[src/hdl/tfr_pkg.sv]
// ----------------------------------------------------------------------------
// tfr_pkg
// Shared types, codes and helpers for the streaming text find-and-replace.
// ----------------------------------------------------------------------------
package tfr_pkg;

    localparam logic [7:0]  NEWLINE   = 8'h0A;
    localparam logic [23:0] LINE_ONE  = 24'd1;
    localparam logic [23:0] LINE_TOP  = 24'hFFFFFF;
    localparam logic [3:0]  REPL_MAX  = 4'd8;

    // Match mode codes; the unused code behaves as plain.
    localparam logic [1:0] MODE_PLAIN  = 2'd0;
    localparam logic [1:0] MODE_PREFIX = 2'd1;
    localparam logic [1:0] MODE_SUFFIX = 2'd2;

    // Configuration register indexes.
    localparam logic [2:0] REG_SEARCH_PATTERN = 3'd0;
    localparam logic [2:0] REG_SEARCH_LENGTH  = 3'd1;
    localparam logic [2:0] REG_REPLACEMENT    = 3'd2;
    localparam logic [2:0] REG_REPL_LENGTH    = 3'd3;
    localparam logic [2:0] REG_MATCH_MODE     = 3'd4;
    localparam logic [2:0] REG_FIRST_LINE     = 3'd5;
    localparam logic [2:0] REG_LAST_LINE      = 3'd6;

    // Request from the sequencer to the output stage.
    typedef struct packed {
        logic       push;
        logic [7:0] data;
        logic       close;
    } tfr_emit_t;

    // Word boundary: NUL, white space, space and ASCII punctuation.
    function automatic logic is_boundary(input logic [7:0] c);
        return (c == 8'd0) || (c >= 8'd9 && c <= 8'd13) || (c >= 8'd32 && c <= 8'd47) ||
               (c >= 8'd58 && c <= 8'd64) || (c >= 8'd91 && c <= 8'd96) ||
               (c >= 8'd123 && c <= 8'd126);
    endfunction

endpackage

[src/hdl/text_find_replace_stream.sv]
// ----------------------------------------------------------------------------
// text_find_replace_stream
// Streaming find-and-replace over text bytes with line range and word modes.
// ----------------------------------------------------------------------------
// One text byte is taken per request and the edited text leaves as zero or
// more bytes, the final one of each run flagged on m_tlast. A small sequencer
// works through each byte in turn: it checks the pending match, appends the
// byte to the candidate window, gives up candidate bytes one at a time until
// the window is again a prefix of the pattern, and finishes with the line end
// and end-of-text flushes. Every output byte passes through one shared output
// step, one byte per cycle while the output is not stalled, with bytes held
// ahead of the candidate (the word part in suffix mode) read from a small
// memory through a read state and an emit state per byte. The block takes no
// new byte until its run is handed to the output register, which may still
// hold the final byte while the next byte is accepted. The held-word memory
// has no reset and needs no clearing. Configuration must be written through
// cfg_we, cfg_index and cfg_wdata only while the block is idle; the block
// itself does not enforce this.
// ----------------------------------------------------------------------------
module text_find_replace_stream
    import tfr_pkg::*;
#(
    parameter int PATTERN_MAX = 8,
    parameter int WORD_MAX    = 32
)(
    input  logic        aclk,
    input  logic        aresetn,
    input  logic        cfg_we,
    input  logic [2:0]  cfg_index,
    input  logic [63:0] cfg_wdata,
    input  logic        s_tvalid,
    output logic        s_tready,
    input  logic [7:0]  s_tdata,   // text_byte [7:0]
    input  logic        s_tlast,   // end_of_text
    output logic        m_tvalid,
    input  logic        m_tready,
    output logic [7:0]  m_tdata,   // out_byte [7:0]
    output logic        m_tlast    // last_of_run
);

    // Sizes of the held-word memory and of the candidate window.
    localparam int PRE_N  = WORD_MAX + 1;
    localparam int PIDX_W = $clog2(PRE_N);
    localparam int CNT_W  = $clog2(PRE_N + 1);
    localparam int CAND_N = PATTERN_MAX + 1;
    localparam int CIDX_W = (CAND_N > 1) ? $clog2(CAND_N) : 1;
    localparam int CCNT_W = $clog2(CAND_N + 1);

    typedef enum logic [3:0] {
        S_IDLE, S_BEGIN, S_MD2, S_APPEND, S_REL, S_FIN, S_NL, S_EOT, S_DONE,
        S_JPRE_RD, S_JPRE_EM, S_JCAND, S_JREPL, S_JBYTE
    } state_t;

    // Configuration registers.
    logic [63:0] search_pattern_reg;
    logic [3:0]  search_length_reg;
    logic [63:0] replacement_reg;
    logic [3:0]  replacement_length_reg;
    logic [1:0]  match_mode_reg;
    logic [23:0] first_line_reg;
    logic [23:0] last_line_reg;

    // Control state.
    state_t              state_reg, state_next;
    state_t              ret_reg, ret_next;
    logic [23:0]         line_reg, line_next;
    logic [CNT_W-1:0]    pre_cnt_reg, pre_cnt_next;
    logic [CCNT_W-1:0]   cand_cnt_reg, cand_cnt_next;
    logic                drop_reg, drop_next;
    logic                at_ws_reg, at_ws_next;
    logic [CNT_W-1:0]    j_idx_reg, j_idx_next;

    // Current request and output job description.
    logic [7:0]          byte_reg;
    logic                eot_reg;
    logic                edit_reg;
    logic [CNT_W-1:0]    job_pre_reg;
    logic [CCNT_W-1:0]   job_cand_reg;
    logic                job_repl_reg;
    logic                job_byte_v_reg;
    logic [7:0]          job_byte_reg;

    // Candidate window and held-word memory.
    logic [7:0]          cand_reg [CAND_N];
    logic [7:0]          pre_mem [PRE_N];
    logic [7:0]          rd_data_reg;

    // Combinational helpers.
    logic [3:0]          pat_len;
    logic [3:0]          rlen;
    logic                md1, md2;
    logic                prefix_ok, cand_complete;
    logic                bnd_b, bnd_c;
    logic                flush_repl;
    logic                emit_ok;
    tfr_emit_t           emit;
    logic                mem_we, cand_shift, cand_wr;
    logic                launch, do_flush;
    logic [CNT_W-1:0]    l_pre;
    logic [CCNT_W-1:0]   l_cand;
    logic                l_repl, l_byte_v;
    logic [7:0]          l_byte;
    state_t              l_ret;
    logic                accept;
    logic                edit_now;

    assign accept   = s_tvalid && s_tready;
    assign s_tready = (state_reg == S_IDLE);

    assign pat_len = (search_length_reg > 4'(PATTERN_MAX)) ? 4'(PATTERN_MAX)
                                                           : search_length_reg;
    assign rlen    = (replacement_length_reg > REPL_MAX) ? REPL_MAX : replacement_length_reg;
    assign md1     = (match_mode_reg == MODE_PREFIX);
    assign md2     = (match_mode_reg == MODE_SUFFIX);
    assign bnd_b   = is_boundary(byte_reg);
    assign bnd_c   = is_boundary(cand_reg[0]);

    assign edit_now = (pat_len != 4'd0) && (line_reg >= first_line_reg) &&
                      (line_reg <= last_line_reg);

    // The window is a match in progress when each of its bytes equals the
    // pattern byte at the same place.
    always_comb begin
        prefix_ok = (int'(cand_cnt_reg) <= int'(pat_len));
        for (int i = 0; i < PATTERN_MAX; i++) begin
            if (i < int'(cand_cnt_reg) && cand_reg[i] != search_pattern_reg[8*i +: 8]) begin
                prefix_ok = 1'b0;
            end
        end
    end

    assign cand_complete = (pat_len != 4'd0) && (int'(cand_cnt_reg) == int'(pat_len)) &&
                           prefix_ok;
    // A complete suffix-mode match replaces the whole word at a flush.
    assign flush_repl    = md2 && cand_complete && !drop_reg;

    always_comb begin
        state_next    = state_reg;
        ret_next      = ret_reg;
        line_next     = line_reg;
        pre_cnt_next  = pre_cnt_reg;
        cand_cnt_next = cand_cnt_reg;
        drop_next     = drop_reg;
        at_ws_next    = at_ws_reg;
        j_idx_next    = j_idx_reg;
        emit          = '0;
        mem_we        = 1'b0;
        cand_shift    = 1'b0;
        cand_wr       = 1'b0;
        launch        = 1'b0;
        do_flush      = 1'b0;
        l_pre         = '0;
        l_cand        = '0;
        l_repl        = 1'b0;
        l_byte_v      = 1'b0;
        l_byte        = byte_reg;
        l_ret         = S_DONE;

        unique case (state_reg)
            S_IDLE: begin
                if (accept) begin
                    state_next = S_BEGIN;
                end
            end
            S_BEGIN: begin
                if (!edit_reg) begin
                    // Outside the edited lines: flush, then pass the byte on.
                    do_flush = 1'b1;
                    l_byte_v = 1'b1;
                    l_ret    = S_NL;
                end else if (md1 && drop_reg && !bnd_b) begin
                    // Tail of a replaced word is discarded.
                    state_next = S_NL;
                end else begin
                    if (md1 && drop_reg) begin
                        drop_next = 1'b0;
                    end
                    state_next = S_MD2;
                end
            end
            S_MD2: begin
                if (md2 && cand_complete) begin
                    // The new byte decides whether the match ended a word.
                    launch        = 1'b1;
                    l_repl        = bnd_b && !drop_reg;
                    l_pre         = l_repl ? '0 : pre_cnt_reg;
                    l_cand        = l_repl ? '0 : cand_cnt_reg;
                    l_ret         = S_APPEND;
                    pre_cnt_next  = '0;
                    cand_cnt_next = '0;
                end else begin
                    state_next = S_APPEND;
                end
            end
            S_APPEND: begin
                cand_wr       = 1'b1;
                cand_cnt_next = cand_cnt_reg + CCNT_W'(1);
                state_next    = S_REL;
            end
            S_REL: begin
                if (cand_cnt_reg != '0 && !prefix_ok) begin
                    cand_shift    = 1'b1;
                    cand_cnt_next = cand_cnt_reg - CCNT_W'(1);
                    if (md2 && !bnd_c) begin
                        // The byte joins the word held ahead of the window.
                        mem_we       = 1'b1;
                        pre_cnt_next = pre_cnt_reg + CNT_W'(1);
                        if (int'(pre_cnt_reg) + 1 > WORD_MAX) begin
                            // Word too long: release it and stop editing it.
                            launch       = 1'b1;
                            l_pre        = pre_cnt_reg + CNT_W'(1);
                            l_ret        = S_REL;
                            pre_cnt_next = '0;
                            drop_next    = 1'b1;
                        end
                    end else begin
                        launch       = 1'b1;
                        l_pre        = pre_cnt_reg;
                        l_byte_v     = 1'b1;
                        l_byte       = cand_reg[0];
                        l_ret        = S_REL;
                        pre_cnt_next = '0;
                        at_ws_next   = bnd_c;
                        if (md2) begin
                            drop_next = 1'b0;
                        end
                    end
                end else begin
                    state_next = S_FIN;
                end
            end
            S_FIN: begin
                if (!md2 && cand_complete) begin
                    launch = 1'b1;
                    l_ret  = S_NL;
                    if (md1 && !at_ws_reg) begin
                        l_pre  = pre_cnt_reg;
                        l_cand = cand_cnt_reg;
                    end else begin
                        l_repl = 1'b1;
                        if (md1) begin
                            drop_next = 1'b1;
                        end
                    end
                    pre_cnt_next  = '0;
                    cand_cnt_next = '0;
                    at_ws_next    = 1'b1;
                end else begin
                    state_next = S_NL;
                end
            end
            S_NL: begin
                if (byte_reg == NEWLINE) begin
                    do_flush = 1'b1;
                    l_ret    = S_EOT;
                    if (line_reg < LINE_TOP) begin
                        line_next = line_reg + 24'd1;
                    end
                end else begin
                    state_next = S_EOT;
                end
            end
            S_EOT: begin
                if (eot_reg) begin
                    do_flush  = 1'b1;
                    l_ret     = S_DONE;
                    line_next = LINE_ONE;
                end else begin
                    state_next = S_DONE;
                end
            end
            S_DONE: begin
                emit.close = 1'b1;
                if (emit_ok) begin
                    state_next = S_IDLE;
                end
            end
            S_JPRE_RD: begin
                if (int'(j_idx_reg) >= int'(job_pre_reg)) begin
                    j_idx_next = '0;
                    state_next = S_JCAND;
                end else begin
                    state_next = S_JPRE_EM;
                end
            end
            S_JPRE_EM: begin
                emit.push = 1'b1;
                emit.data = rd_data_reg;
                if (emit_ok) begin
                    j_idx_next = j_idx_reg + CNT_W'(1);
                    state_next = S_JPRE_RD;
                end
            end
            S_JCAND: begin
                if (int'(j_idx_reg) >= int'(job_cand_reg)) begin
                    j_idx_next = '0;
                    state_next = S_JREPL;
                end else begin
                    emit.push = 1'b1;
                    emit.data = cand_reg[j_idx_reg[CIDX_W-1:0]];
                    if (emit_ok) begin
                        j_idx_next = j_idx_reg + CNT_W'(1);
                    end
                end
            end
            S_JREPL: begin
                if (!job_repl_reg || int'(j_idx_reg) >= int'(rlen)) begin
                    state_next = S_JBYTE;
                end else begin
                    emit.push = 1'b1;
                    emit.data = replacement_reg[8*j_idx_reg[2:0] +: 8];
                    if (emit_ok) begin
                        j_idx_next = j_idx_reg + CNT_W'(1);
                    end
                end
            end
            S_JBYTE: begin
                if (job_byte_v_reg) begin
                    emit.push = 1'b1;
                    emit.data = job_byte_reg;
                    if (emit_ok) begin
                        state_next = ret_reg;
                    end
                end else begin
                    state_next = ret_reg;
                end
            end
            default: begin
                state_next = S_IDLE;
            end
        endcase

        // Full flush of everything held, as at a line end.
        if (do_flush) begin
            launch        = 1'b1;
            l_repl        = flush_repl;
            l_pre         = flush_repl ? '0 : pre_cnt_reg;
            l_cand        = flush_repl ? '0 : cand_cnt_reg;
            pre_cnt_next  = '0;
            cand_cnt_next = '0;
            drop_next     = 1'b0;
            at_ws_next    = 1'b1;
        end

        if (launch) begin
            j_idx_next = '0;
            ret_next   = l_ret;
            state_next = S_JPRE_RD;
        end
    end

    always_ff @(posedge aclk) begin
        if (!aresetn) begin
            state_reg              <= S_IDLE;
            ret_reg                <= S_DONE;
            line_reg               <= LINE_ONE;
            pre_cnt_reg            <= '0;
            cand_cnt_reg           <= '0;
            drop_reg               <= 1'b0;
            at_ws_reg              <= 1'b1;
            j_idx_reg              <= '0;
            search_pattern_reg     <= '0;
            search_length_reg      <= 4'd1;
            replacement_reg        <= '0;
            replacement_length_reg <= '0;
            match_mode_reg         <= MODE_PLAIN;
            first_line_reg         <= LINE_ONE;
            last_line_reg          <= LINE_TOP;
        end else begin
            state_reg    <= state_next;
            ret_reg      <= ret_next;
            line_reg     <= line_next;
            pre_cnt_reg  <= pre_cnt_next;
            cand_cnt_reg <= cand_cnt_next;
            drop_reg     <= drop_next;
            at_ws_reg    <= at_ws_next;
            j_idx_reg    <= j_idx_next;
            if (cfg_we) begin
                unique case (cfg_index)
                    REG_SEARCH_PATTERN: search_pattern_reg     <= cfg_wdata;
                    REG_SEARCH_LENGTH:  search_length_reg      <= cfg_wdata[3:0];
                    REG_REPLACEMENT:    replacement_reg        <= cfg_wdata;
                    REG_REPL_LENGTH:    replacement_length_reg <= cfg_wdata[3:0];
                    REG_MATCH_MODE:     match_mode_reg         <= cfg_wdata[1:0];
                    REG_FIRST_LINE:     first_line_reg         <= cfg_wdata[23:0];
                    REG_LAST_LINE:      last_line_reg          <= cfg_wdata[23:0];
                    default: ;
                endcase
            end
        end
    end

    // Request payload and job description; no reset needed.
    always_ff @(posedge aclk) begin
        if (accept) begin
            byte_reg <= s_tdata;
            eot_reg  <= s_tlast;
            edit_reg <= edit_now;
        end
        if (launch) begin
            job_pre_reg    <= l_pre;
            job_cand_reg   <= l_cand;
            job_repl_reg   <= l_repl;
            job_byte_v_reg <= l_byte_v;
            job_byte_reg   <= l_byte;
        end
    end

    // Candidate window: shifts down as bytes are given up.
    always_ff @(posedge aclk) begin
        if (cand_shift) begin
            for (int i = 0; i < CAND_N - 1; i++) begin
                cand_reg[i] <= cand_reg[i + 1];
            end
        end else if (cand_wr) begin
            cand_reg[cand_cnt_reg[CIDX_W-1:0]] <= byte_reg;
        end
    end

    // Held-word memory, one write and one registered read per cycle.
    always_ff @(posedge aclk) begin
        if (mem_we) begin
            pre_mem[pre_cnt_reg[PIDX_W-1:0]] <= cand_reg[0];
        end
        rd_data_reg <= pre_mem[j_idx_reg[PIDX_W-1:0]];
    end

    tfr_emit u_emit (
        .aclk     (aclk),
        .aresetn  (aresetn),
        .emit     (emit),
        .emit_ok  (emit_ok),
        .m_tvalid (m_tvalid),
        .m_tready (m_tready),
        .m_tdata  (m_tdata),
        .m_tlast  (m_tlast)
    );

    // Accepting a request moves the block out of the idle state, so it drops ready.
    a_busy_after_accept: assert property (@(posedge aclk) disable iff (!aresetn)
        (s_tvalid && s_tready) |=> !s_tready)
        else $error("block ready straight after a request");

    // The held word never outgrows the memory.
    a_pre_bound: assert property (@(posedge aclk) disable iff (!aresetn)
        int'(pre_cnt_reg) <= WORD_MAX)
        else $error("held word count beyond limit");

    // Between requests the window never exceeds the pattern length limit.
    a_cand_bound: assert property (@(posedge aclk) disable iff (!aresetn)
        (state_reg == S_IDLE) |-> (int'(cand_cnt_reg) <= PATTERN_MAX))
        else $error("candidate window too long while idle");

endmodule

[src/hdl/tfr_emit.sv]
// ----------------------------------------------------------------------------
// tfr_emit
// Output stage: holds one byte back so that the final byte of a run can be
// marked, and registers the result request towards the stream.
// ----------------------------------------------------------------------------
module tfr_emit
    import tfr_pkg::*;
(
    input  logic      aclk,
    input  logic      aresetn,
    input  tfr_emit_t emit,
    output logic      emit_ok,
    output logic      m_tvalid,
    input  logic      m_tready,
    output logic [7:0] m_tdata,   // out_byte [7:0]
    output logic      m_tlast     // last_of_run
);

    logic       m_tvalid_reg;
    logic [7:0] m_tdata_reg;
    logic       m_tlast_reg;
    logic       pend_v_reg;
    logic [7:0] pend_reg;
    logic       out_free;

    assign out_free = !m_tvalid_reg || m_tready;
    assign emit_ok  = !pend_v_reg || out_free;

    always_ff @(posedge aclk) begin
        if (!aresetn) begin
            m_tvalid_reg <= 1'b0;
            pend_v_reg   <= 1'b0;
        end else begin
            if (m_tvalid_reg && m_tready) begin
                m_tvalid_reg <= 1'b0;
            end
            if (emit.push && emit_ok) begin
                if (pend_v_reg) begin
                    m_tvalid_reg <= 1'b1;
                    m_tdata_reg  <= pend_reg;
                    m_tlast_reg  <= 1'b0;
                end
                pend_reg   <= emit.data;
                pend_v_reg <= 1'b1;
            end else if (emit.close && pend_v_reg && out_free) begin
                m_tvalid_reg <= 1'b1;
                m_tdata_reg  <= pend_reg;
                m_tlast_reg  <= 1'b1;
                pend_v_reg   <= 1'b0;
            end
        end
    end

    assign m_tvalid = m_tvalid_reg;
    assign m_tdata  = m_tdata_reg;
    assign m_tlast  = m_tlast_reg;

endmodule
[config.mk]
export PLATFORM = sky130hd
export DESIGN_NAME = text_find_replace_stream
export DESIGN_NICKNAME = d
export VERILOG_FILES = /design/src/hdl/tfr_pkg.sv /design/src/hdl/text_find_replace_stream.sv /design/src/hdl/tfr_emit.sv
export SDC_FILE = /design/constraint.sdc
export NUM_CORES = 1
export LEC_CHECK = 0
export BUFFER_PORTS_ARGS = -buffer_cell sky130_fd_sc_hd__buf_4
export CAP_MARGIN = 20
export CORE_MARGIN = 2
export CORE_UTILIZATION = 45
export CTS_CLUSTER_SIZE = 25
export DETAILED_ROUTE_END_ITERATION = 6
export MAX_ROUTING_LAYER = met4
export SETUP_SLACK_MARGIN = 0.4
export SLEW_MARGIN = 20
export SYNTH_ARGS = -nofsm -noshare
export SYNTH_HDL_FRONTEND = slang
export SYNTH_HIERARCHICAL = 1
export SYNTH_SLANG_ARGS = --single-unit
[constraint.sdc]
create_clock -name aclk -period 3.8 [get_ports aclk]
set_input_delay 0.38 -clock aclk [delete_from_list [all_inputs] [get_ports aclk]]
set_output_delay 0.38 -clock aclk [all_outputs]
set_load 0.02 [all_outputs]
Yosys cells after proc, flatten, opt, wreduce, memory -nomap -nowiden
Memories as Yosys holds them, arrays and structs flattened. A register that Yosys moved wholly into a read port is not among the register bits.
Cells that the tools add are included.

operators by class
  add/sub/neg operators = 6
  magnitude comparators = 38
  equal/unequal tests = 71
  shifts and indexed selects = 1
  mux-type cells = 143
  bitwise logic cells = 1
  reductions and logical operators = 91

operator list
  cell                     number
  $mux W4                  35
  $mux W6                  18
  $mux W24                 3
  $ne A8 B8 Y1             8
  $shiftx A64 B7 Y8        1
  $mux W1                  61
  $mux W8                  7
  $pmux W4 S14             1
  $le A8 B7 Y1 const B     6
  $pmux W24 S2             1
  $ne A2 B2 Y1 const B     21
  $logic_and A1 B1 Y1      36
  $pmux W6 S3              2
  $pmux W9 S4              1
  $ge A8 B6 Y1 const B     4
  $ge A8 B7 Y1 const B     4
  $ne A3 B3 Y1 const B     10
  $mux W9                  3
  $add A24 B1 Y24 const B  1
  $eq A4 B4 Y1 const B     6
  $ge A24 B24 Y1           1
  $le A24 B24 Y1           1
  $lt A24 B24 Y1 const B   1
  $pmux W6 S4              1
  51 further kinds         118

word-level totals
  bits in registers = 285
  memory bits (writable) = 336
  input bits = 81
  output and inout port bits = 11
  logic and storage cells = 382
  memories = 2

memory list
  name      depth  bits a word  rd ports  clocked after Yosys merged registers in  wr ports  RTL line                        RTL
  pre_mem   33     8            1         1                                        1         text_find_replace_stream.sv:85  logic [7:0] pre_mem [PRE_N];
  cand_reg  9      8            10        1                                        8         text_find_replace_stream.sv:84  logic [7:0] cand_reg [CAND_N];

Logic depth before layout (Yosys ltp)
Gate-level depths: netlist (run 1).

  depth in word-level cells = 19
  depth in mapped cells = 15
  mapped depth without buffers = 12

Hierarchy
Netlist (run 1), hierarchy kept.

by module, submodules not included
  module                    times used  cells an instance  area an instance (um^2)  sequential area each (um^2)
  text_find_replace_stream  1           2415               30367.9                  17636.9
  tfr_emit                  1           30                 615.6                    550.5

Least setup slack after synthesis (run 1)
Ideal clock, no wire load.

  path kind = flip-flop to flip-flop
  start = register j_idx_reg[0]
  end = register u_emit.m_tdata_reg[0] (netlist: u_emit/m_tdata[0]) (enable)
  library setup time = 374 ps
  data arrival time = 3479 ps
  required time = 3426 ps
  setup slack = -53 ps
  cell stages (with the launch flop) = 15
  buffers on the path = 4
  period minus slack after synthesis = 3853 ps
  cells stage by stage = dfxtp_1 buf_2 buf_2 buf_2 buf_2 inv_1 ha_1 nand2b_1 a21o_1 a21oi_1 o2111ai_1 and2_1 nand2_1 o21ai_1 nor3b_2

RTL lines
  item                    RTL line                         RTL
  from (decl)             text_find_replace_stream.sv:71   logic [CNT_W-1:0] j_idx_reg, j_idx_next;
  from (signal assigned)  text_find_replace_stream.sv:377  j_idx_reg <= j_idx_next;
  to (signal assigned)    tfr_emit.sv:40                   m_tdata_reg <= pend_reg;
  to (signal assigned)    tfr_emit.sv:47                   m_tdata_reg <= pend_reg;
  to (decl)               tfr_emit.sv:20                   logic [7:0] m_tdata_reg;

==> summary.txt, run 1 <==
Run status
  – Outcome: finished clean

Layout
  – Final Instance Area: 35690 sq um
  – Share of cells above drive strength 1: 20.47%
  – Fin nets: 2708
  – Largest register FFs: 264
  – Area of the multi-input gates: 12290 sq um
  – Post-layout util: 52.21%
  – Area growth syn-to-layout: 15.18%
  – Fillers: 5755
  – Register area: 18200 sq um

Global route
  – Grt total ovfl: 0
  – Vias in the first global route: 19590
  – Largest net degree at the start of global routing: 192
  – Global-route usage over all layers: 24.57%
  – Wire length of the first global-routing pass: 126800 um
  – Initial antenna violation count: 4

Synthesis
  – Netlist cell types: 75
  – Ys Warns: 6
  – Mapped Cells: 2445
  – Post-Synth XOR/XNOR Area: 2.459%
  – Synth Area in Compound Gates: 8.783%
  – Synth top area cells: edfxtp_1 (43%), dfxtp_1 (16%), mux4_2 (9.9%)
  – Largest area contributor in the netlist: edfxtp_1
  – Synthesized area: 30980 sq um
  – Post-synthesis mux area share: 13.39%
  – Post-synthesis sequential element count: 689
  – Largest family of logic cells by synthesized area: multiplexers
  – Post-synthesis simple-gate area fraction: 11.11%
  – Synth async-reset ratio: 0%
  – Synth top area share: 42.55%
  – EDFF count, synth: 439
  – Mapped Nets: 2599
  – Synth Area in Adders: 2.948%
  – Register area share after synthesis: 58.70%
  – Primary FF master, synth: edfxtp_1
  – Synthesized area per cell: 12.67 sq um

Die
  – Starting density of the core: 45.33%
  – Die H: 266.4 um
  – Die area: 70970 sq um
  – CORE AREA: 68350 sq um
  – IO Pins: 92
  – Die span in x: 266.4 um
  – Site row count: 96

Place
  – Dpl hpwl: 58110 um
  – GPL Wtd Cong: 0.9122
  – Buffers on Ports: 91
  – Area post-placement: 32790 sq um

Critical path
  – Peak fanout along the critical path: 11
  – CP Launch Type: register
  – R2R Path Start: cand_reg[5][6]
  – CP startpoint: cand_reg[5][6]
  – Setup crit end kind: register
  – CP arrival: 3.61 ns
  – Critical path class: reg2reg
  – WP data required: 4.16 ns

Timing
  – RSZ-0062 raised after global routing: yes
  – Max Clock Skew: 0.02482 ns
  – Hold slack: 0.03064 ns
  – Worst slew pin tran: 0.8977 ns
  – TNS Setup: 0 ns
  – Final Slew Violations: 0
  – Slew margin rel.: 39.94%
  – Crit share post-route: 85.62%
  – Final hold violation count: 0
  – Max Freq: 0.3073 GHz
  – Final min period: 3.254 ns
  – Setup Viol. Count Final: 0

Power and ir drop
  – Clk pwr share: 42.1%
  – Internal power: 13.26 mW
  – Peak VDD IR: 333.8 uV
  – Seq pwr share: 47.7%
  – Leakage: 12.01 nW
  – Total Power: 17.64 mW
  – Switch Pwr: 4.377 mW
  – Switching Share: 24.82%
  – Cell Pwr Density: 494.2 nW/um^2
  – Combinational fraction of design power: 10.3%

Detailed routing
  – Remaining DRCs: 0
  – WL/cell: 24.10 um
  – Vias post-DR: 20180
  – DR iter-0 viols: 2306
  – First-pass DRT Iterations: 5
  – Via/cell ratio: 5.773
  – Routed Antenna Nets: 0
  – Routed WL: 84260 um

CTS
  – CTS Buf Count: 75
  – H-Tree Depth: 3
  – Root buffer cell: clkbuf_16
  – Worst skew pair latency: 0.62 ns
  – Worst-path clk slew: 0.06 ns
  – Longest Clk Path Bufs: 3
  – CTS tree: built
  – Clk sinks: 689

Min path
  – Worst hold path class: in2reg
  – Hold path startpoint: cfg_wdata[33]

Flow run
  – Total of max-cap violations: 0
## logic make-up after synthesis
logic type | Yosys count
AND/OR/NAND/NOR | 760
flip-flops | 689
adder cells (fa/ha/maj) | 73
XOR/XNOR | 87
multiplexers | 236
AO/OA/AOI/OAI | 388
buffers and inverters | 212
## synth_stat cells (all sizes together) (3+ instances only)
master / instances
mux2i: 31
a21boi: 152
o32ai: 4
a211oi: 5
a21o: 17
a222oi: 8
or3: 17
and3: 8
nor3b: 3
or2: 9
o2bb2ai: 3
clkbuf: 108
a31oi: 8
o311a: 3
nand4: 33
nand2: 415
nand3b: 5
mux4: 136
o211ai: 27
mux2: 69
a21oi: 60
xnor2: 42
o31ai: 4
o21ai: 63
a41oi: 3
edfxtp: 439
and4: 9
nand2b: 19
dfxtp: 250
nor2: 117
nand3: 44
buf: 21
o22ai: 4
nor2b: 33
and2: 11
ha: 73
inv: 82
nor4: 12
nor3: 20
o21a: 7
xor2: 45
## what timing repair did
action                                  4_1_cts  5_1_grt
hold buffers                                 11        0
setup buffers                                 0        2
pin swaps                                     0        2
gates cloned                                  0        0
endpoints found under the setup margin      208      270
endpoints found under the hold margin        11        0
gates resized for setup                      14       55
## final cells by class
cell class	count	share of cell area [%]
inverters	83	0.8730
clock inverters	29	1.104
diodes	1	0.007012
flip-flops and latches	689	50.99
repair buffers	161	3.604
clock buffers	107	5.880
multi-input cells	1544	34.44
well taps	882	3.092
## layer usage
metal / part of all wire [%] / global-route usage, % / wire length (um) / up-vias
met5: 0 / - / 0 / -
met3: 6.3 / 3.008 / 5285 / 119
met2: 48 / 38.77 / 40470 / 758
met1: 43 / 33.79 / 36510 / 10070
li1: - / - / - / 9235
met4: 2.4 / 6.666 / 2001 / 0
## worst max-delay path, cell delays in order, from the launching register on
cell	delay, ns
edfxtp_1	0.42
xor2_1	0.16
nor4_1	0.49
buf_4	0.20
a21oi_1	0.10
nor3_4	0.33
nand4_4	0.26
and3_4	0.31
o21ai_0	0.12
buf_4	0.25
mux2_2	0.35
## placed cells by master (no fill, tap or decap), types with 16 or more instances in the layout
cell type / count
edfxtp_1: 439
nand2_1: 413
dfxtp_1: 246
a21boi_0: 152
buf_4: 146
mux4_2: 136
inv_1: 82
nor2_1: 82
clkbuf_16: 76
ha_1: 73
mux2_2: 69
o21ai_0: 61
a21oi_1: 60
xor2_1: 45
xnor2_1: 42
nand3_1: 40
nor2b_1: 32
nand4_1: 32
mux2i_1: 31
nor2_4: 29
o211ai_1: 27
clkbuf_1: 23
nand2b_1: 19
nor3_1: 18
a21o_1: 17
or3_1: 16
## stage by stage
stage,setup WS (ns),std cells
6_report,0.5463,3496
5_1_grt,0.3874,3496
4_1_cts,0.1939,3493
3_5_place_dp,0.1396,3346
3_3_place_gp,0.2872,3346
2_1_floorplan,0.4227,2445
## worst paths after layout
check                        end  slack [ns]  cells after the start
max              job_byte_reg[7]        0.55                     10
min          replacement_reg[33]        0.03                      3
max reg2reg      job_byte_reg[7]        0.55                     10
min reg2reg    u_emit/m_tdata[7]        0.42                      0
## power by group through the flow
stage               clock (mW)  sequential [mW]  combinational (mW)
finish                    7.42             8.41                1.81
global placement             0             8.55                1.77
floorplan                    0             8.56                1.01
global route              7.82             8.42                1.95
detailed placement           0             8.56                1.79
CTS                       7.53             8.40                1.80
(Power assumes the default switching activity.)
==> inputs of run 2 (changes only) <==
==> constraint.sdc (replaced) <==
create_clock -name aclk -period 3.35 [get_ports aclk]
set_input_delay 0.335 -clock aclk [delete_from_list [all_inputs] [get_ports aclk]]
set_output_delay 0.335 -clock aclk [all_outputs]
set_load 0.02 [all_outputs]
==> summary.txt, run 2 (same netlist as run 1, synthesis figures left out) <==
Place
  – DP Cell Count: 3379 (was 3346)
  – Dpl hpwl: 58460 um (was 58110 um)
  – GPL Wtd Cong: 0.9382 (was 0.9122)
  – Buffers on Ports: 91 (unchanged)
  – Area post-placement: 33110 sq um (was 32790 sq um)

Critical path
  – CP max stage cell: o41a_1 (was nor4_1)
  – CP arrival: 3.50 ns (was 3.61 ns)
  – R2R Path Start: cand_reg[3][1] (was cand_reg[5][6])
  – Critical path class: reg2reg (unchanged)
  – R2r endpoint: state_reg[1] (was job_byte_reg[7])
  – Setup crit end kind: register (unchanged)
  – CP Launch Type: register (unchanged)
  – R2R depth: 10 (unchanged)
  – Cells along the critical path: xnor2_1 -> nand4_1 -> o41a_1 -> nor3_4 -> nand4_4 -> and3_4 -> a2111oi_4 -> buf_4 -> mux2i_1 -> a21oi_1 (was xor2_1 -> nor4_1 -> buf_4 -> a21oi_1 -> nor3_4 -> nand4_4 -> and3_4 -> o21ai_0 -> buf_4 -> mux2_2)
  – R2R Setup Slk: 0.35 ns (was 0.55 ns)
  – Peak fanout along the critical path: 6 (was 11)
  – WP data required: 3.85 ns (was 4.16 ns)
  – Slowest stage delay, CP: 0.50 ns (was 0.49 ns)

Layout
  – Final Instance Area: 36630 sq um (was 35690 sq um)
  – Largest register FFs: 264 (unchanged)
  – Register area: 18210 sq um (was 18200 sq um)
  – Most common cell after layout, fill and taps aside: edfxtp_1 (unchanged)
  – Non-filler cells, final: 3592 (was 3496)
  – Most frequent cells in the layout: edfxtp_1 (439), nand2_1 (410), dfxtp_1 (241), buf_4 (189), a21boi_0 (152) (was edfxtp_1 (439), nand2_1 (413), dfxtp_1 (246), a21boi_0 (152), buf_4 (146))
  – Fillers: 5681 (was 5755)
  – # diodes: 0 (was 1)
  – Area of the multi-input gates: 12420 sq um (was 12290 sq um)
  – Area growth syn-to-layout: 18.22% (was 15.18%)
  – Fin nets: 2807 (was 2708)
  – Share of cells above drive strength 1: 22.80% (was 20.47%)

Timing
  – Slew margin rel.: 42.00% (was 39.94%)
  – Final Slew Violations: 0 (unchanged)
  – Max Freq: 0.3336 GHz (was 0.3073 GHz)
  – Crit share post-route: 89.48% (was 85.62%)
  – Worst slew pin tran: 0.8670 ns (was 0.8977 ns)
  – Setup Viol. Count Final: 0 (unchanged)
  – Max Clock Skew: 0.02216 ns (was 0.02482 ns)
  – RSZ-0062 raised after global routing: yes (unchanged)
  – Final hold violation count: 0 (unchanged)
  – Final min period: 2.998 ns (was 3.254 ns)
  – TNS Setup: 0 ns (unchanged)

Die
  – Die H: 266.4 um (unchanged)
  – Site row count: 96 (unchanged)
  – Die area: 70970 sq um (unchanged)
  – Starting density of the core: 45.33% (unchanged)
  – CORE AREA: 68350 sq um (unchanged)
  – IO Pins: 92 (unchanged)
  – Die span in x: 266.4 um (unchanged)

Detailed routing
  – Vias post-DR: 20470 (was 20180)
  – Remaining DRCs: 0 (unchanged)
  – WL/cell: 23.61 um (was 24.10 um)
  – Routed WL: 84810 um (was 84260 um)
  – First-pass DRT Iterations: 5 (unchanged)
  – Via/cell ratio: 5.700 (was 5.773)
  – DR iter-0 viols: 2078 (was 2306)
  – Routed Antenna Nets: 0 (unchanged)

Power and ir drop
  – Total Power: 19.91 mW (was 17.64 mW)
  – Peak VDD IR: 355.8 uV (was 333.8 uV)
  – Leakage: 12.45 nW (was 12.01 nW)
  – Switch Pwr: 5.018 mW (was 4.377 mW)
  – Switching Share: 25.21% (was 24.82%)
  – Seq pwr share: 47.8% (was 47.7%)
  – Clk pwr share: 40.1% (was 42.1%)
  – Cell Pwr Density: 543.5 nW/um^2 (was 494.2 nW/um^2)
  – Internal power: 14.89 mW (was 13.26 mW)
  – Combinational fraction of design power: 12.1% (was 10.3%)

Min path
  – WHS Path Cells: 3 (unchanged)
  – Worst Hold End: last_line_reg[8] (was replacement_reg[33])
  – Hold path startpoint: cfg_wdata[8] (was cfg_wdata[33])
  – Worst hold path class: in2reg (unchanged)

Global route
  – Grt total ovfl: 0 (unchanged)
  – Wire length of the first global-routing pass: 127700 um (was 126800 um)
  – Initial antenna violation count: 3 (was 4)
  – Global-route usage over all layers: 24.77% (was 24.57%)
  – Vias in the first global route: 20390 (was 19590)
  – Largest net degree at the start of global routing: 167 (was 192)

CTS
  – CTS Buf Count: 72 (was 75)
  – CTS tree: built (unchanged)
  – Clk sinks: 689 (unchanged)
  – Longest Clk Path Bufs: 3 (unchanged)
  – Worst-path clk slew: 0.07 ns (was 0.06 ns)
  – Root buffer cell: clkbuf_16 (unchanged)
  – Worst skew pair latency: 0.63 ns (was 0.62 ns)
  – H-Tree Depth: 3 (unchanged)

Flow run
  – Total of max-cap violations: 0 (unchanged)

Run status
  – Outcome: finished clean (unchanged)
## run 2: cell count changes in the layout (fill, tap and decap cells not counted), sizes merged, moves of 3 or more
cell         delta
buf            +52
dlygate4sd3    +50
clkbuf          -9
clkinv          +4
bufinv          -3
clkinvlp        +3
## run 2: metal layers
| metal | wire, um | GRT usage [%] | vias up | part of all wire, % |
|---|---|---|---|---|
| met2 | 41580 | 40.53 | 690 | 49 |
| met4 | 2228 | 6.969 | 0 | 2.6 |
| li1 | - | - | 9438 | - |
| met1 | 36220 | 32.52 | 10210 | 43 |
| met3 | 4785 | 3.312 | 135 | 5.6 |
| met5 | 0 | - | - | 0 |
## run 2: worst max path at each step
stage	start	end	slack, ns	cells past startpoint
6_report	cand_reg[3][1]	state_reg[1]	0.35	10
3_3_place_gp	cand_cnt_reg[0]	pre_mem[3][5]	0.19	9
2_1_floorplan	cand_reg[0][4]	pre_mem[10][0]	0.18	9
4_1_cts	cand_reg[1][3]	job_byte_reg[7]	0.40	9
5_1_grt	cand_reg[0][4]	pre_mem[8][3]	0.26	10
3_5_place_dp	cand_cnt_reg[0]	pre_mem[9][6]	0.08	11
## run 2: area by class of cell
class	instances	share of cell area (%)
repair buffers	263	6.131
multi-input cells	1544	33.90
clock buffers	98	5.462
flip-flops and latches	689	49.70
well taps	882	3.013
clock inverters	33	0.9360
inverters	83	0.8540
## run 2: timing repair
item / in CTS / in global routing
buffers inserted: 9 / 12
cloned: 0 / 0
resized for setup: 52 / 54
endpoints found under the hold margin: 116 / 0
hold buffers: 61 / 0
setup endpoints to repair: 326 / 422
pin swaps: 4 / 17
## run 2: power groups by stage
stage | registers [mW] | logic, mW | clock network (mW)
after floorplan | 9.71 | 1.15 | 0
after global placement | 9.68 | 2.12 | 0
after detailed placement | 9.68 | 2.14 | 0
after CTS | 9.50 | 2.26 | 8.12
after global routing | 9.53 | 2.59 | 8.43
final | 9.51 | 2.41 | 7.99
## run 2: per-stage QoR
step	setup slack (ns)	hold WS (ns)	util, %
6_report	0.3524	0.03027	53.59
2_1_floorplan	0.1793	0.4003	-
4_1_cts	0.3953	0.001961	53.10
5_1_grt	0.2615	0.01154	53.59
3_3_place_gp	0.1920	0.4188	48.45
3_5_place_dp	0.07848	0.4212	48.45
## run 2: critical path: cells and delay by family (launching register included)
kind / cells / cell delay [ns]
AO/OA/AOI/OAI: 3 / 0.96
flip-flops: 1 / 0.49
AND/OR/NAND/NOR: 4 / 0.82
XOR/XNOR: 1 / 0.18
multiplexers: 1 / 0.19
buffers and inverters: 1 / 0.20
==> inputs of run 3 (changes only) <==
--- a/config.mk
+++ b/config.mk
@@ -5,12 +5,12 @@
 export SDC_FILE = /design/constraint.sdc
 export NUM_CORES = 1
 export LEC_CHECK = 0
-export BUFFER_PORTS_ARGS = -buffer_cell sky130_fd_sc_hd__buf_4
 export CAP_MARGIN = 20
 export CORE_MARGIN = 2
 export CORE_UTILIZATION = 45
 export CTS_CLUSTER_SIZE = 25
 export DETAILED_ROUTE_END_ITERATION = 6
+export DONT_BUFFER_PORTS = 1
 export MAX_ROUTING_LAYER = met4
 export SETUP_SLACK_MARGIN = 0.4
 export SLEW_MARGIN = 20
==> summary.txt, run 3 (same netlist as run 1, synthesis figures left out) <==
Run status
  – Outcome: finished clean (unchanged)

Layout
  – Fillers: 5638 (was 5681)
  – Non-filler cells, final: 3523 (was 3592)
  – Most frequent cells in the layout: edfxtp_1 (439), nand2_1 (412), dfxtp_1 (241), a21boi_0 (152), mux4_2 (136) (was edfxtp_1 (439), nand2_1 (410), dfxtp_1 (241), buf_4 (189), a21boi_0 (152))
  – Area growth syn-to-layout: 17.38% (was 18.22%)
  – Most common cell after layout, fill and taps aside: edfxtp_1 (unchanged)
  – Largest register FFs: 264 (unchanged)
  – Share of cells above drive strength 1: 20.08% (was 22.80%)
  – Fin nets: 2730 (was 2807)

Die
  – Starting density of the core: 45.33% (unchanged)
  – Die H: 266.4 um (unchanged)
  – Die area: 70970 sq um (unchanged)
  – CORE AREA: 68350 sq um (unchanged)
  – Die span in x: 266.4 um (unchanged)
  – IO Pins: 92 (unchanged)
  – Site row count: 96 (unchanged)

Timing
  – Worst slew pin tran: 1.040 ns (was 0.8670 ns)
  – TNS Setup: 0 ns (unchanged)
  – Slew margin rel.: 30.44% (was 42.00%)
  – Final Slew Violations: 0 (unchanged)
  – Max Clock Skew: 0.02150 ns (was 0.02216 ns)
  – Fin worst setup slack: 0.4631 ns (was 0.3524 ns)
  – RSZ-0062 raised after global routing: yes (unchanged)
  – Hold slack: 0.09200 ns (was 0.03027 ns)
  – Crit share post-route: 86.18% (was 89.48%)
  – Max Freq: 0.3464 GHz (was 0.3336 GHz)
  – Final hold violation count: 0 (unchanged)
  – Setup Viol. Count Final: 0 (unchanged)
  – Final min period: 2.887 ns (was 2.998 ns)

Detailed routing
  – Routed WL: 84860 um (was 84810 um)
  – Remaining DRCs: 0 (unchanged)
  – Via/cell ratio: 5.803 (was 5.700)
  – DR iter-0 viols: 1979 (was 2078)
  – WL/cell: 24.09 um (was 23.61 um)
  – Vias post-DR: 20440 (was 20470)
  – Routed Antenna Nets: 0 (unchanged)
  – First-pass DRT Iterations: 6 (was 5)

Power and ir drop
  – Combinational fraction of design power: 11.4% (was 12.1%)
  – Seq pwr share: 47.7% (was 47.8%)
  – Total Power: 19.94 mW (was 19.91 mW)
  – Switching Share: 24.89% (was 25.21%)
  – Internal power: 14.98 mW (was 14.89 mW)
  – Clk pwr share: 40.8% (was 40.1%)
  – Switch Pwr: 4.962 mW (was 5.018 mW)
  – Leakage: 12.18 nW (was 12.45 nW)
  – Peak VDD IR: 420.6 uV (was 355.8 uV)
  – Cell Pwr Density: 548.3 nW/um^2 (was 543.5 nW/um^2)

Critical path
  – CP Launch Type: register (unchanged)
  – WP data required: 3.70 ns (was 3.85 ns)
  – Setup crit end kind: register (unchanged)
  – CP arrival: 3.23 ns (was 3.50 ns)
  – Critical path class: reg2reg (unchanged)
  – Peak fanout along the critical path: 6 (unchanged)

Global route
  – Global-route usage over all layers: 24.65% (was 24.77%)
  – Wire length of the first global-routing pass: 127500 um (was 127700 um)
  – Grt total ovfl: 0 (unchanged)
  – Vias in the first global route: 20100 (was 20390)
  – Largest net degree at the start of global routing: 84 (was 167)
  – Initial antenna violation count: 2 (was 3)

Place
  – DP Cell Count: 3284 (was 3379)
  – Buffers on Ports: 0 (was 91)
  – Dpl ws: 0.1145 ns (was 0.07848 ns)
  – Dpl hpwl: 57270 um (was 58460 um)
  – GPL Wtd Cong: 0.9385 (was 0.9382)

CTS
  – Worst skew pair latency: 0.62 ns (was 0.63 ns)
  – H-Tree Depth: 3 (unchanged)
  – CTS Buf Count: 72 (unchanged)
  – Root buffer cell: clkbuf_16 (unchanged)
  – Worst-path clk slew: 0.07 ns (about the same)
  – Longest Clk Path Bufs: 3 (unchanged)
  – CTS tree: built (unchanged)
  – Clk sinks: 689 (unchanged)

Min path
  – Worst hold path class: in2reg (unchanged)

Flow run
  – Total of max-cap violations: 0 (unchanged)
run 3: cell types whose count changed in the layout (fill, tap and decap cells not counted), moves of 4 or more:
cell           previous run  this run
buf_4                   189        89
dlygate4sd3_1            61        81
clkinv_2                 14         8
diode_2                   0         6
clkinv_1                  5        10
buf_16                    0         4
clkbuf_1                 17        21
nor4_1                    9         5
nor4_2                    2         6
run 3: path summary, 6_finish.rpt:
kind                            from                 to  slack (ns)  cells past startpoint
hold / removal               aresetn  first_line_reg[0]        0.09                      2
hold reg to reg   u_emit/pend_reg[6]  u_emit/m_tdata[6]        0.42                      0
setup reg to reg      cand_reg[0][4]     job_pre_reg[4]        0.46                     12
setup / recovery      cand_reg[0][4]     job_pre_reg[4]        0.46                     12
run 3: cell type report:
| type | instances | area [sq um] | area share, % |
|---|---|---|---|
| Timing Repair Buffer | 186 | 1772 | 4.871 |
| Tap cell | 882 | 1104 | 3.034 |
| Antenna cell | 6 | 15.01 | 0.04128 |
| Inverter | 83 | 327.8 | 0.9013 |
| Multi-Input combinational cell | 1544 | 12540 | 34.48 |
| Sequential cell | 689 | 18200 | 50.05 |
| Clock buffer | 102 | 2032 | 5.587 |
| Clock inverter | 31 | 376.6 | 1.036 |
run 3: power by group through the flow:
stage	Sequential (mW)	Combinational (mW)	Clock (mW)
final	9.52	2.28	8.14
after global routing	9.53	2.44	8.60
after CTS	9.51	2.11	8.28
after detailed placement	9.69	1.91	0
after global placement	9.69	1.87	0
after floorplan	9.71	1.15	0
run 3: through the flow:
step / cell area, sq um / util (%)
global route: 36360 / 53.20
floorplan: 31090 / -
CTS: 36000 / 52.67
finish: 36370 / 53.21
global placement: 32380 / 47.37
detailed placement: 32380 / 47.37
run 3: worst max-delay path: stages, from the launching register on:
cell and delay (ns):
edfxtp_1 0.47, buf_4 0.18, xnor2_1 0.14, nand4_1 0.13
o21ai_0 0.20, o311a_1 0.36, nand4_4 0.21, buf_6 0.19
nor3_2 0.21, o2bb2ai_2 0.11, nor2b_1 0.17, buf_4 0.16
o22ai_1 0.09
run 3: timing repair:
| action | CTS | global route |
|---|---|---|
| pin swaps | 4 | 18 |
| hold endpoints to repair | 205 | 0 |
| hold buffers | 84 | 0 |
| setup endpoints to repair | 311 | 385 |
| gates resized for setup | 75 | 52 |
| buffers inserted | 4 | 11 |
run 3: per-layer routing:
| metal | global-route usage [%] | part of all wire (%) |
|---|---|---|
| met2 | 39.73 | 48 |
| met1 | 32.24 | 42 |
| met3 | 3.607 | 6.3 |
| met5 | - | 0 |
| met4 | 7.956 | 3.2 |
